File: src/design/afd_pkg.sv
// ----------------------------------------------------------------------------
// afd_pkg
// Types, codes and helper functions shared by the ADC frame deframer blocks.
// ----------------------------------------------------------------------------
package afd_pkg;

    localparam int CFG_INDEX_W = 1;
    localparam int CFG_DATA_W  = 2;
    localparam int POS_W       = 6;
    localparam int LEN_W       = 7;
    localparam int WIDX_W      = 5;

    localparam logic [POS_W-1:0] POS_MAX  = 6'd63;
    localparam logic [15:0]      CRC_INIT = 16'hFFFF;
    localparam logic [15:0]      CRC_POLY = 16'h1021;

    typedef enum logic [CFG_INDEX_W-1:0] {
        CFG_WORD_SIZE = 1'b0,
        CFG_CRC_EN    = 1'b1
    } cfg_reg_t;

    typedef enum logic [1:0] {
        WS_16 = 2'd0,
        WS_24 = 2'd1,
        WS_32 = 2'd2
    } word_size_t;

    typedef enum logic [1:0] {
        ERR_NONE   = 2'd0,
        ERR_LENGTH = 2'd1,
        ERR_CRC    = 2'd2
    } err_code_t;

    typedef enum logic [1:0] {
        EM_IDLE,
        EM_FETCH,
        EM_SHOW,
        EM_ERROR
    } emit_state_t;

    typedef struct packed {
        logic [7:0] data_byte;
        logic       frame_end;
    } rx_beat_t;

    typedef struct packed {
        logic [2:0]         channel_index;
        logic signed [23:0] sample_value;
        logic [31:0]        status_word;
        logic [1:0]         error_code;
        logic               last_of_frame;
    } result_beat_t;

    typedef struct packed {
        logic        valid;
        err_code_t   code;
        logic [31:0] status;
    } frame_done_t;

    function automatic logic [2:0] bytes_per_word(input logic [1:0] wsel);
        logic [2:0] nb;
        unique case (wsel)
            WS_16:   nb = 3'd2;
            WS_24:   nb = 3'd3;
            default: nb = 3'd4;
        endcase
        return nb;
    endfunction

    function automatic logic [15:0] crc_update(input logic [15:0] crc_in,
                                               input logic [7:0]  b);
        logic [15:0] c;
        c = crc_in ^ {b, 8'h00};
        for (int k = 0; k < 8; k++)
        begin
            if (c[15])
                c = {c[14:0], 1'b0} ^ CRC_POLY;
            else
                c = {c[14:0], 1'b0};
        end
        return c;
    endfunction

    // Rounds a 32-bit word toward zero when it drops the low byte.
    function automatic logic [23:0] normalise(input logic [31:0] w,
                                              input logic [1:0]  wsel);
        logic [31:0] t;
        logic [23:0] r;
        t = w + (w[31] ? 32'd255 : 32'd0);
        unique case (wsel)
            WS_16:   r = {w[15:0], 8'h00};
            WS_24:   r = w[23:0];
            default: r = t[31:8];
        endcase
        return r;
    endfunction

endpackage

File: src/design/afd_stream_if.sv
// ----------------------------------------------------------------------------
// afd_stream_if
// Valid/ready channel that carries one beat of the given payload type.
// ----------------------------------------------------------------------------
interface afd_stream_if #(
    parameter type beat_t = logic
);
    logic  valid;
    logic  ready;
    beat_t payload;

    modport source (output valid, output payload, input ready);
    modport sink   (input valid, input payload, output ready);
endinterface

File: src/design/afd_byte_decoder.sv
// ----------------------------------------------------------------------------
// afd_byte_decoder
// Assembles frame words, runs the CRC, writes channel samples to the sample
// memory and reports the frame verdict on the last byte.
// ----------------------------------------------------------------------------
module afd_byte_decoder #(
    parameter int CHANNELS = 8,
    parameter int AW       = 3
) (
    input  logic                               clk,
    input  logic                               rst_n,
    input  logic                               cfg_we,
    input  logic [afd_pkg::CFG_INDEX_W-1:0]    cfg_index,
    input  logic [afd_pkg::CFG_DATA_W-1:0]     cfg_data,
    input  logic                               beat_ok,
    input  afd_pkg::rx_beat_t                  beat,
    output logic                               mem_we,
    output logic [AW-1:0]                      mem_waddr,
    output logic [23:0]                        mem_wdata,
    output afd_pkg::frame_done_t               done
);

    localparam int WORDS = 1 + CHANNELS;

    logic [1:0]                 wsel_reg;
    logic                       crc_en_reg;
    logic [afd_pkg::POS_W-1:0]  pos_reg, pos_next;
    logic [31:0]                acc_reg, acc_next;
    logic [15:0]                crc_reg, crc_next;
    logic [31:0]                status_reg, status_next;

    logic [2:0]                 wb;
    logic [afd_pkg::LEN_W-1:0]  crc_span;
    logic [afd_pkg::LEN_W-1:0]  expected;
    logic [afd_pkg::WIDX_W-1:0] widx;
    logic [1:0]                 inw;
    logic [13:0]                div3;
    logic [afd_pkg::POS_W-1:0]  q3;
    logic                       decode;
    logic                       word_done;
    logic [afd_pkg::POS_W-1:0]  count;
    afd_pkg::err_code_t         code;

    always_ff @(posedge clk or negedge rst_n)
    begin
        if (!rst_n)
        begin
            wsel_reg   <= afd_pkg::WS_24;
            crc_en_reg <= 1'b0;
        end
        else if (cfg_we)
        begin
            unique case (cfg_index)
                afd_pkg::CFG_WORD_SIZE: wsel_reg   <= cfg_data;
                afd_pkg::CFG_CRC_EN:    crc_en_reg <= cfg_data[0];
                default:                ;
            endcase
        end
    end

    always_comb
    begin
        wb       = afd_pkg::bytes_per_word(wsel_reg);
        crc_span = 7'(7'(wb) * 7'(WORDS));
        expected = 7'(7'(wb) * 7'(WORDS + {31'd0, crc_en_reg}));
        div3     = 14'(14'(pos_reg) * 14'd171);
        q3       = 6'(div3 >> 9);
        unique case (wsel_reg)
            afd_pkg::WS_16:
            begin
                widx = 5'(pos_reg >> 1);
                inw  = {1'b0, pos_reg[0]};
            end
            afd_pkg::WS_24:
            begin
                widx = 5'(q3);
                inw  = 2'(pos_reg - 6'(q3 * 6'd3));
            end
            default:
            begin
                widx = 5'(pos_reg >> 2);
                inw  = pos_reg[1:0];
            end
        endcase

        decode = ({1'b0, pos_reg} < expected) && (pos_reg != afd_pkg::POS_MAX);

        crc_next = crc_reg;
        if (decode && ({1'b0, pos_reg} < crc_span))
            crc_next = afd_pkg::crc_update(crc_reg, beat.data_byte);

        acc_next = acc_reg;
        if (decode)
            acc_next = (inw == 2'd0) ? {24'd0, beat.data_byte}
                                     : {acc_reg[23:0], beat.data_byte};

        word_done   = decode && ({1'b0, inw} == wb - 3'd1);
        status_next = (word_done && widx == '0) ? acc_next : status_reg;

        mem_we    = beat_ok && word_done && (widx != '0) && (widx <= 5'(CHANNELS));
        mem_waddr = AW'(widx - 5'd1);
        mem_wdata = afd_pkg::normalise(acc_next, wsel_reg);

        count = (pos_reg == afd_pkg::POS_MAX) ? afd_pkg::POS_MAX : pos_reg + 6'd1;

        if ({1'b0, count} != expected)
            code = afd_pkg::ERR_LENGTH;
        else if (crc_en_reg && (crc_next != acc_next[15:0]))
            code = afd_pkg::ERR_CRC;
        else
            code = afd_pkg::ERR_NONE;

        done.valid  = beat_ok && beat.frame_end;
        done.code   = code;
        done.status = status_next;

        pos_next = count;
        if (beat.frame_end)
        begin
            pos_next = '0;
            acc_next = '0;
            crc_next = afd_pkg::CRC_INIT;
        end
    end

    always_ff @(posedge clk or negedge rst_n)
    begin
        if (!rst_n)
        begin
            pos_reg    <= '0;
            acc_reg    <= '0;
            crc_reg    <= afd_pkg::CRC_INIT;
            status_reg <= '0;
        end
        else if (beat_ok)
        begin
            pos_reg    <= pos_next;
            acc_reg    <= acc_next;
            crc_reg    <= crc_next;
            status_reg <= status_next;
        end
    end

endmodule

File: src/design/afd_result_emitter.sv
// ----------------------------------------------------------------------------
// afd_result_emitter
// Holds the sample memory and sends the frame's results, one channel beat
// after another, or a single error beat.
// ----------------------------------------------------------------------------
module afd_result_emitter #(
    parameter int CHANNELS = 8,
    parameter int AW       = 3
) (
    input  logic                        clk,
    input  logic                        rst_n,
    input  logic                        mem_we,
    input  logic [AW-1:0]               mem_waddr,
    input  logic [23:0]                 mem_wdata,
    input  afd_pkg::frame_done_t        done,
    output logic                        idle,
    output logic                        out_valid,
    input  logic                        out_ready,
    output afd_pkg::result_beat_t       out_beat
);

    localparam logic [AW-1:0] LAST_CH = AW'(CHANNELS - 1);

    logic [23:0]            mem [CHANNELS];
    logic [23:0]            rdata_reg;
    afd_pkg::emit_state_t   state_reg, state_next;
    logic [AW-1:0]          ch_reg, ch_next;
    afd_pkg::err_code_t     code_reg;
    logic [31:0]            status_reg;
    logic                   last_ch;

    assign last_ch = (ch_reg == LAST_CH);

    always_ff @(posedge clk)
    begin
        if (mem_we)
            mem[mem_waddr] <= mem_wdata;
    end

    always_ff @(posedge clk)
    begin
        if (state_reg == afd_pkg::EM_FETCH)
            rdata_reg <= mem[ch_reg];
    end

    always_ff @(posedge clk)
    begin
        if (done.valid)
        begin
            code_reg   <= done.code;
            status_reg <= done.status;
        end
    end

    always_comb
    begin
        state_next = state_reg;
        ch_next    = ch_reg;
        unique case (state_reg)
            afd_pkg::EM_IDLE:
            begin
                if (done.valid)
                begin
                    ch_next    = '0;
                    state_next = (done.code != afd_pkg::ERR_NONE) ? afd_pkg::EM_ERROR
                                                                  : afd_pkg::EM_FETCH;
                end
            end
            afd_pkg::EM_FETCH:
                state_next = afd_pkg::EM_SHOW;
            afd_pkg::EM_SHOW:
            begin
                if (out_ready)
                begin
                    if (last_ch)
                        state_next = afd_pkg::EM_IDLE;
                    else
                    begin
                        ch_next    = ch_reg + 1'b1;
                        state_next = afd_pkg::EM_FETCH;
                    end
                end
            end
            afd_pkg::EM_ERROR:
            begin
                if (out_ready)
                    state_next = afd_pkg::EM_IDLE;
            end
            default:
                state_next = afd_pkg::EM_IDLE;
        endcase
    end

    always_comb
    begin
        idle      = (state_reg == afd_pkg::EM_IDLE);
        out_valid = 1'b0;
        out_beat  = '0;
        unique case (state_reg)
            afd_pkg::EM_SHOW:
            begin
                out_valid              = 1'b1;
                out_beat.channel_index = 3'(ch_reg);
                out_beat.sample_value  = rdata_reg;
                out_beat.status_word   = status_reg;
                out_beat.error_code    = afd_pkg::ERR_NONE;
                out_beat.last_of_frame = last_ch;
            end
            afd_pkg::EM_ERROR:
            begin
                out_valid              = 1'b1;
                out_beat.error_code    = code_reg;
                out_beat.last_of_frame = 1'b1;
            end
            default:
                out_valid = 1'b0;
        endcase
    end

    always_ff @(posedge clk or negedge rst_n)
    begin
        if (!rst_n)
        begin
            state_reg <= afd_pkg::EM_IDLE;
            ch_reg    <= '0;
        end
        else
        begin
            state_reg <= state_next;
            ch_reg    <= ch_next;
        end
    end

    a_verdict_only_when_idle: assert property (@(posedge clk) disable iff (!rst_n)
        done.valid |-> state_reg == afd_pkg::EM_IDLE)
        else $error("Frame verdict arrived while results were still pending.");

    a_no_input_while_sending: assert property (@(posedge clk) disable iff (!rst_n)
        out_valid |-> !idle)
        else $error("Input side open while a result beat is pending.");

    a_error_path: assert property (@(posedge clk) disable iff (!rst_n)
        (done.valid && done.code != afd_pkg::ERR_NONE) |=> state_reg == afd_pkg::EM_ERROR)
        else $error("Bad frame did not lead to an error beat.");

    a_good_path: assert property (@(posedge clk) disable iff (!rst_n)
        (done.valid && done.code == afd_pkg::ERR_NONE)
            |=> state_reg == afd_pkg::EM_FETCH && ch_reg == '0)
        else $error("Good frame did not start the burst at channel zero.");

    a_burst_ends_idle: assert property (@(posedge clk) disable iff (!rst_n)
        (out_valid && out_ready && out_beat.last_of_frame) |=> state_reg == afd_pkg::EM_IDLE)
        else $error("Emitter did not return to idle after the last beat.");

endmodule

File: src/design/adc_frame_deframer_crc_check.sv
// ----------------------------------------------------------------------------
// adc_frame_deframer_crc_check
// Order: once the frame's last byte is accepted, each channel beat of a good
// frame is read from memory (EM_FETCH) and then shown (EM_SHOW) until taken; a
// bad frame gives a single error beat (EM_ERROR), shown in the cycle after.
// Throughput: one byte per cycle while no results are pending; input stalls
// while a frame's results are being sent. Reset clears the frame state,
// selects 24-bit words with the CRC check off; the sample memory is not cleared.
// ----------------------------------------------------------------------------
module adc_frame_deframer_crc_check #(
    parameter int CHANNELS = 8
) (
    input  logic                               clk,
    input  logic                               rst_n,
    input  logic                               cfg_we,
    input  logic [afd_pkg::CFG_INDEX_W-1:0]    cfg_index,
    input  logic [afd_pkg::CFG_DATA_W-1:0]     cfg_data,
    afd_stream_if.sink                         rx,
    afd_stream_if.source                       result
);

    localparam int AW = (CHANNELS > 1) ? $clog2(CHANNELS) : 1;

    logic                  beat_ok;
    logic                  idle;
    logic                  mem_we;
    logic [AW-1:0]         mem_waddr;
    logic [23:0]           mem_wdata;
    afd_pkg::frame_done_t  done;

    assign rx.ready = idle;
    assign beat_ok  = rx.valid && idle;

    afd_byte_decoder #(
        .CHANNELS (CHANNELS),
        .AW       (AW)
    ) u_decoder (
        .clk       (clk),
        .rst_n     (rst_n),
        .cfg_we    (cfg_we),
        .cfg_index (cfg_index),
        .cfg_data  (cfg_data),
        .beat_ok   (beat_ok),
        .beat      (rx.payload),
        .mem_we    (mem_we),
        .mem_waddr (mem_waddr),
        .mem_wdata (mem_wdata),
        .done      (done)
    );

    afd_result_emitter #(
        .CHANNELS (CHANNELS),
        .AW       (AW)
    ) u_emitter (
        .clk       (clk),
        .rst_n     (rst_n),
        .mem_we    (mem_we),
        .mem_waddr (mem_waddr),
        .mem_wdata (mem_wdata),
        .done      (done),
        .idle      (idle),
        .out_valid (result.valid),
        .out_ready (result.ready),
        .out_beat  (result.payload)
    );

endmodule
File: src/flat_wrapper.sv
// flat-port wrapper written by rule: the top's interface ports become plain ports
module adc_frame_deframer_crc_check_flat 
#(
    parameter int CHANNELS = 8
)
  (clk, rst_n, cfg_we, cfg_index, cfg_data, rx_valid, rx_payload, rx_ready, result_valid, result_payload, result_ready);
  afd_stream_if rx_i ();
  afd_stream_if result_i ();
  input  logic clk;
  input  logic rst_n;
  input  logic cfg_we;
  input  logic [afd_pkg::CFG_INDEX_W-1:0] cfg_index;
  input  logic [afd_pkg::CFG_DATA_W-1:0] cfg_data;
  input wire logic [$bits(rx_i.valid)-1:0] rx_valid;
  input wire logic [$bits(rx_i.payload)-1:0] rx_payload;
  output wire logic [$bits(rx_i.ready)-1:0] rx_ready;
  output wire logic [$bits(result_i.valid)-1:0] result_valid;
  output wire logic [$bits(result_i.payload)-1:0] result_payload;
  input wire logic [$bits(result_i.ready)-1:0] result_ready;
  assign rx_i.valid = rx_valid;
  assign rx_i.payload = rx_payload;
  assign rx_ready = rx_i.ready;
  assign result_valid = result_i.valid;
  assign result_payload = result_i.payload;
  assign result_i.ready = result_ready;
  adc_frame_deframer_crc_check #(.CHANNELS(CHANNELS)) u_core (.clk(clk), .rst_n(rst_n), .cfg_we(cfg_we), .cfg_index(cfg_index), .cfg_data(cfg_data), .rx(rx_i), .result(result_i));
endmodule
File: config.mk
export PLATFORM = sky130hd
export DESIGN_NAME = adc_frame_deframer_crc_check_flat
export DESIGN_NICKNAME = d
export VERILOG_FILES = /design/src/design/afd_pkg.sv /design/src/design/afd_stream_if.sv /design/src/design/afd_byte_decoder.sv /design/src/design/afd_result_emitter.sv /design/src/design/adc_frame_deframer_crc_check.sv /design/src/flat_wrapper.sv
export SDC_FILE = /design/constraint.sdc
export NUM_CORES = 1
export LEC_CHECK = 0
export BUFFER_PORTS_ARGS = -buffer_cell sky130_fd_sc_hd__buf_2
export CORE_MARGIN = 5
export CORE_UTILIZATION = 57
export CTS_BUF_LIST = sky130_fd_sc_hd__clkbuf_16
export DETAILED_ROUTE_END_ITERATION = 12
export GPL_TIMING_DRIVEN = 1
export PLACE_DENSITY_LB_ADDON = 0.25
export SLEW_MARGIN = 20
export SYNTH_ARGS = -nofsm -noshare
export SYNTH_HDL_FRONTEND = slang
export SYNTH_SLANG_ARGS = --single-unit
File: constraint.sdc
create_clock -name clk -period 4.85 [get_ports clk]
set_input_delay 0.7275 -clock clk [delete_from_list [all_inputs] [get_ports clk]]
set_output_delay 0.7275 -clock clk [all_outputs]
set_load 0.05 [all_outputs]
==> results.md <==
* Commonest non-fill, non-tap cell in the layout: nor2_1
* CTS tree: built
* Crit. Startpoint: u_core.u_decoder.pos_reg[5]$_DFFE_PN0P_
* Post-Syn Nets at approximately 490
* VDD IR max at 0.000307 V
* Post-route setup TNS at 0 ns
* Slew Viols, Final at 0
* Clock sink total at 46
* Unique masters post-synth at slightly below 60
* R2R setup slack at 0.19 ns
* Leakage at 0.00196 uW
* Startpoint class of the critical path: flop
* Ys Warns at 0
* Worst EP arrival at slightly below 5 ns
* Vias in the first global route at 3139
* Routability Congestion at between 0.9 and 1
* Proportion of layout cells with a drive suffix above 1 at around 17%
* Top Ports at 12
* CTS max path bufs at 2
* Layout area overhead at 11.2%
* Cell Area, Synth at a little under 4000 sq um
* Hold_ws at between 0.4 and 0.5 ns
* CP endpoint kind: flop
* Measured slew at the worst slew-check pin at 0.822 ns
* Mapped Avg Cell Area at just under 9 sq um
* Required time of the critical path at between 5 and 6 ns
* Clock transition at path regs at ~0.060 ns
* Synth async-reset ratio at 100%
* Final hold violations at 0
* Die W at roughly 92 microns
* Design area at roughly 4300 sq um
* Clk root buf: clkbuf_16
* Post-Route WL at between 9000 and 10000 microns
* Crit Reg-Reg Startpoint: u_core.u_decoder.pos_reg[5]$_DFFE_PN0P_
* Register area share after synthesis at between 30% and 40%
* Post-layout nets at just over 500
* Drt drc at 0
* N_diodes at 0
* Worst flop-to-flop path endpoint: u_core.u_emitter.state_reg[1]$_DFFE_PN0P_
* Period utilisation layout at between 90% and 100%
* First-pass GRT wire length at between 15000 and 20000 microns
* Input/output buffers at 11
* Via Count at between 3000 and 4000
* Antenna violations before repair at 0
* Synth Instances at between 400 and 500
* Pre-Repair DR Iteration Count at 5
* Synth Flop Type: dfrtp_1
* EDFF count, synth at 0
* Worst reg-to-reg path cell count at 22
* Die Span Y at about 92 microns
* Initial Utilization at 57.8%
* GRT Overall Usage at 23.3%
* Crit path kind: flop to flop
* Dpl cell area at 4040 sq um
* Clock latency on the worst-skew pair at 0.29 ns
* Core ar. at 6680 sq um
* Synthesis-stage register bit count at 46
* Worst setup slack after layout at approximately 0.19 ns
* Pin count of the biggest net entering global routing at 47
* Die Area at around 8500 sq um
* CP max FO at 8
* Worst Hold Class: input pin to async pin
* Routed Antenna Nets at 0
* Rows at 30
* CP Capture Point: u_core.u_emitter.state_reg[1]$_DFFE_PN0P_
* DR iter-0 viols at 245
* PD cells at 570 nW/um^2
* DP Wirelength at ~7000 microns
* Fmax at around 210 MHz
* Minimum clock period at ~4.7 ns
* MaxCap Viol Count at 0
* Status: finished clean
* Final setup vio count at 0
* Clock Skew at between 0.004 and 0.005 ns
* Wire per inst at roughly 17 microns
* Maximum level of the CTS H-tree at 2
* Num CTS Buffers at 5
* Slew HR at a little under half
* DP Worst Slack at between 0.09 and 0.1 ns
* Most frequent cells in the layout: nor2_1 (41), ha_1 (37), a21oi_1 (34)
* Total global routing overflow at 0
* Avg Vias per Cell at around 6.1
[power by group]
group | switching, uW | internal, uW | total [uW]
sequential | 168 | 524 | 692
combinational | 799 | 626 | 1420
clock | 143 | 186 | 329
total | 1110 | 1340 | 2450
[synthesized netlist by cell type (7+ instances only)]
library cell,count,share of area (%)
inv_1,16,1.6
a31oi_1,7,1.1
nand3_1,13,1.7
a21oi_1,35,4.5
a22oi_1,7,1.4
dfrtp_1,29,19
o22ai_1,11,1.8
xnor2_1,26,5.9
clkbuf_1,20,1.9
nand2_1,25,2.4
xor2_1,20,4.5
and2_1,13,2.1
dfstp_2,17,12
nor2_1,42,4.1
ha_1,41,13
o21ai_0,26,3.4
[metrics by stage]
step | instances | util, % | total power, uW
2_1_floorplan | 437 | - | 1700
3_3_place_gp | 521 | 60.5 | 2010
3_5_place_dp | 521 | 60.5 | 2050
4_1_cts | 529 | 62.6 | 2380
5_1_grt | 531 | 64.2 | 2640
6_report | 531 | 64.2 | 2450
[how the worst min path moves through the flow]
stage,slack [ns],depth (start not counted),startpoint,to
2_1_floorplan,0.43,0,rst_n,u_core.u_decoder.acc_reg[0]$_DFFE_PN0P_
3_3_place_gp,0.46,2,u_core.u_decoder.acc_reg[8]$_DFFE_PN0P_,u_core.u_decoder.acc_reg[8]$_DFFE_PN0P_
3_5_place_dp,0.47,2,u_core.u_decoder.acc_reg[14]$_DFFE_PN0P_,u_core.u_decoder.acc_reg[14]$_DFFE_PN0P_
4_1_cts,0.48,2,u_core.u_decoder.acc_reg[14]$_DFFE_PN0P_,u_core.u_decoder.acc_reg[14]$_DFFE_PN0P_
5_1_grt,0.49,2,u_core.u_decoder.acc_reg[14]$_DFFE_PN0P_,u_core.u_decoder.acc_reg[14]$_DFFE_PN0P_
6_report,0.43,1,rst_n,u_core.u_emitter.state_reg[0]$_DFFE_PN0P_
[per-layer routing]
metal	vias to the layer above	wire, microns	track usage [%]
li1	1601	-	-
met1	1581	4490	33.9
met2	67	4360	36.5
met3	12	299	3.17
met4	0	141	6.56
met5	-	0	0
[cells by family (layout without fill, tap and decap cells)]
logic type | Yosys count | after routing | share of synthesized area (%)
xor gates and xnor gates | 46 | 46 | 10.4
AOI/OAI and AO/OA | 127 | 127 | 21.1
DFF | 46 | 46 | 30.4
and+or+nand+nor | 124 | 124 | 15.9
muxes | 9 | 9 | 2.53
adders and majority gates | 46 | 46 | 15.9
buffers and inverters | 39 | 53 | 3.82
[final cells by class]
type	count	area (sq um)
multi-input cells	352	2620
clock inverters	3	11.3
fillers	535	2390
well taps	80	100
flip-flops and latches	46	1170
inverters	17	63.8
clock buffers	5	125
repair buffers	28	193
[critical path: stages, from the launching register on]
cell and delay (ns):
dfrtp_2 0.44, ha_4 0.28, inv_1 0.04, fa_1 0.48
inv_1 0.05, fa_1 0.44, ha_1 0.30, o2111ai_2 0.12
a21oi_2 0.16, nor2_1 0.07, xnor2_1 0.13, ha_1 0.30
inv_1 0.05, ha_1 0.18, nor2_2 0.12, xnor2_2 0.08
and3_4 0.20, o31ai_4 0.25, buf_6 0.16, a31oi_2 0.10
xnor2_1 0.14, nor4_1 0.30, a31oi_1 0.13
[repair_timing]
action                     4_1_cts  5_1_grt
buffers inserted                 0        2
setup endpoints to repair        0        9
gates resized for setup          0       20
hold endpoints to repair         0        0
hold buffers                     0        0
Power figures use the tool's default switching activity.
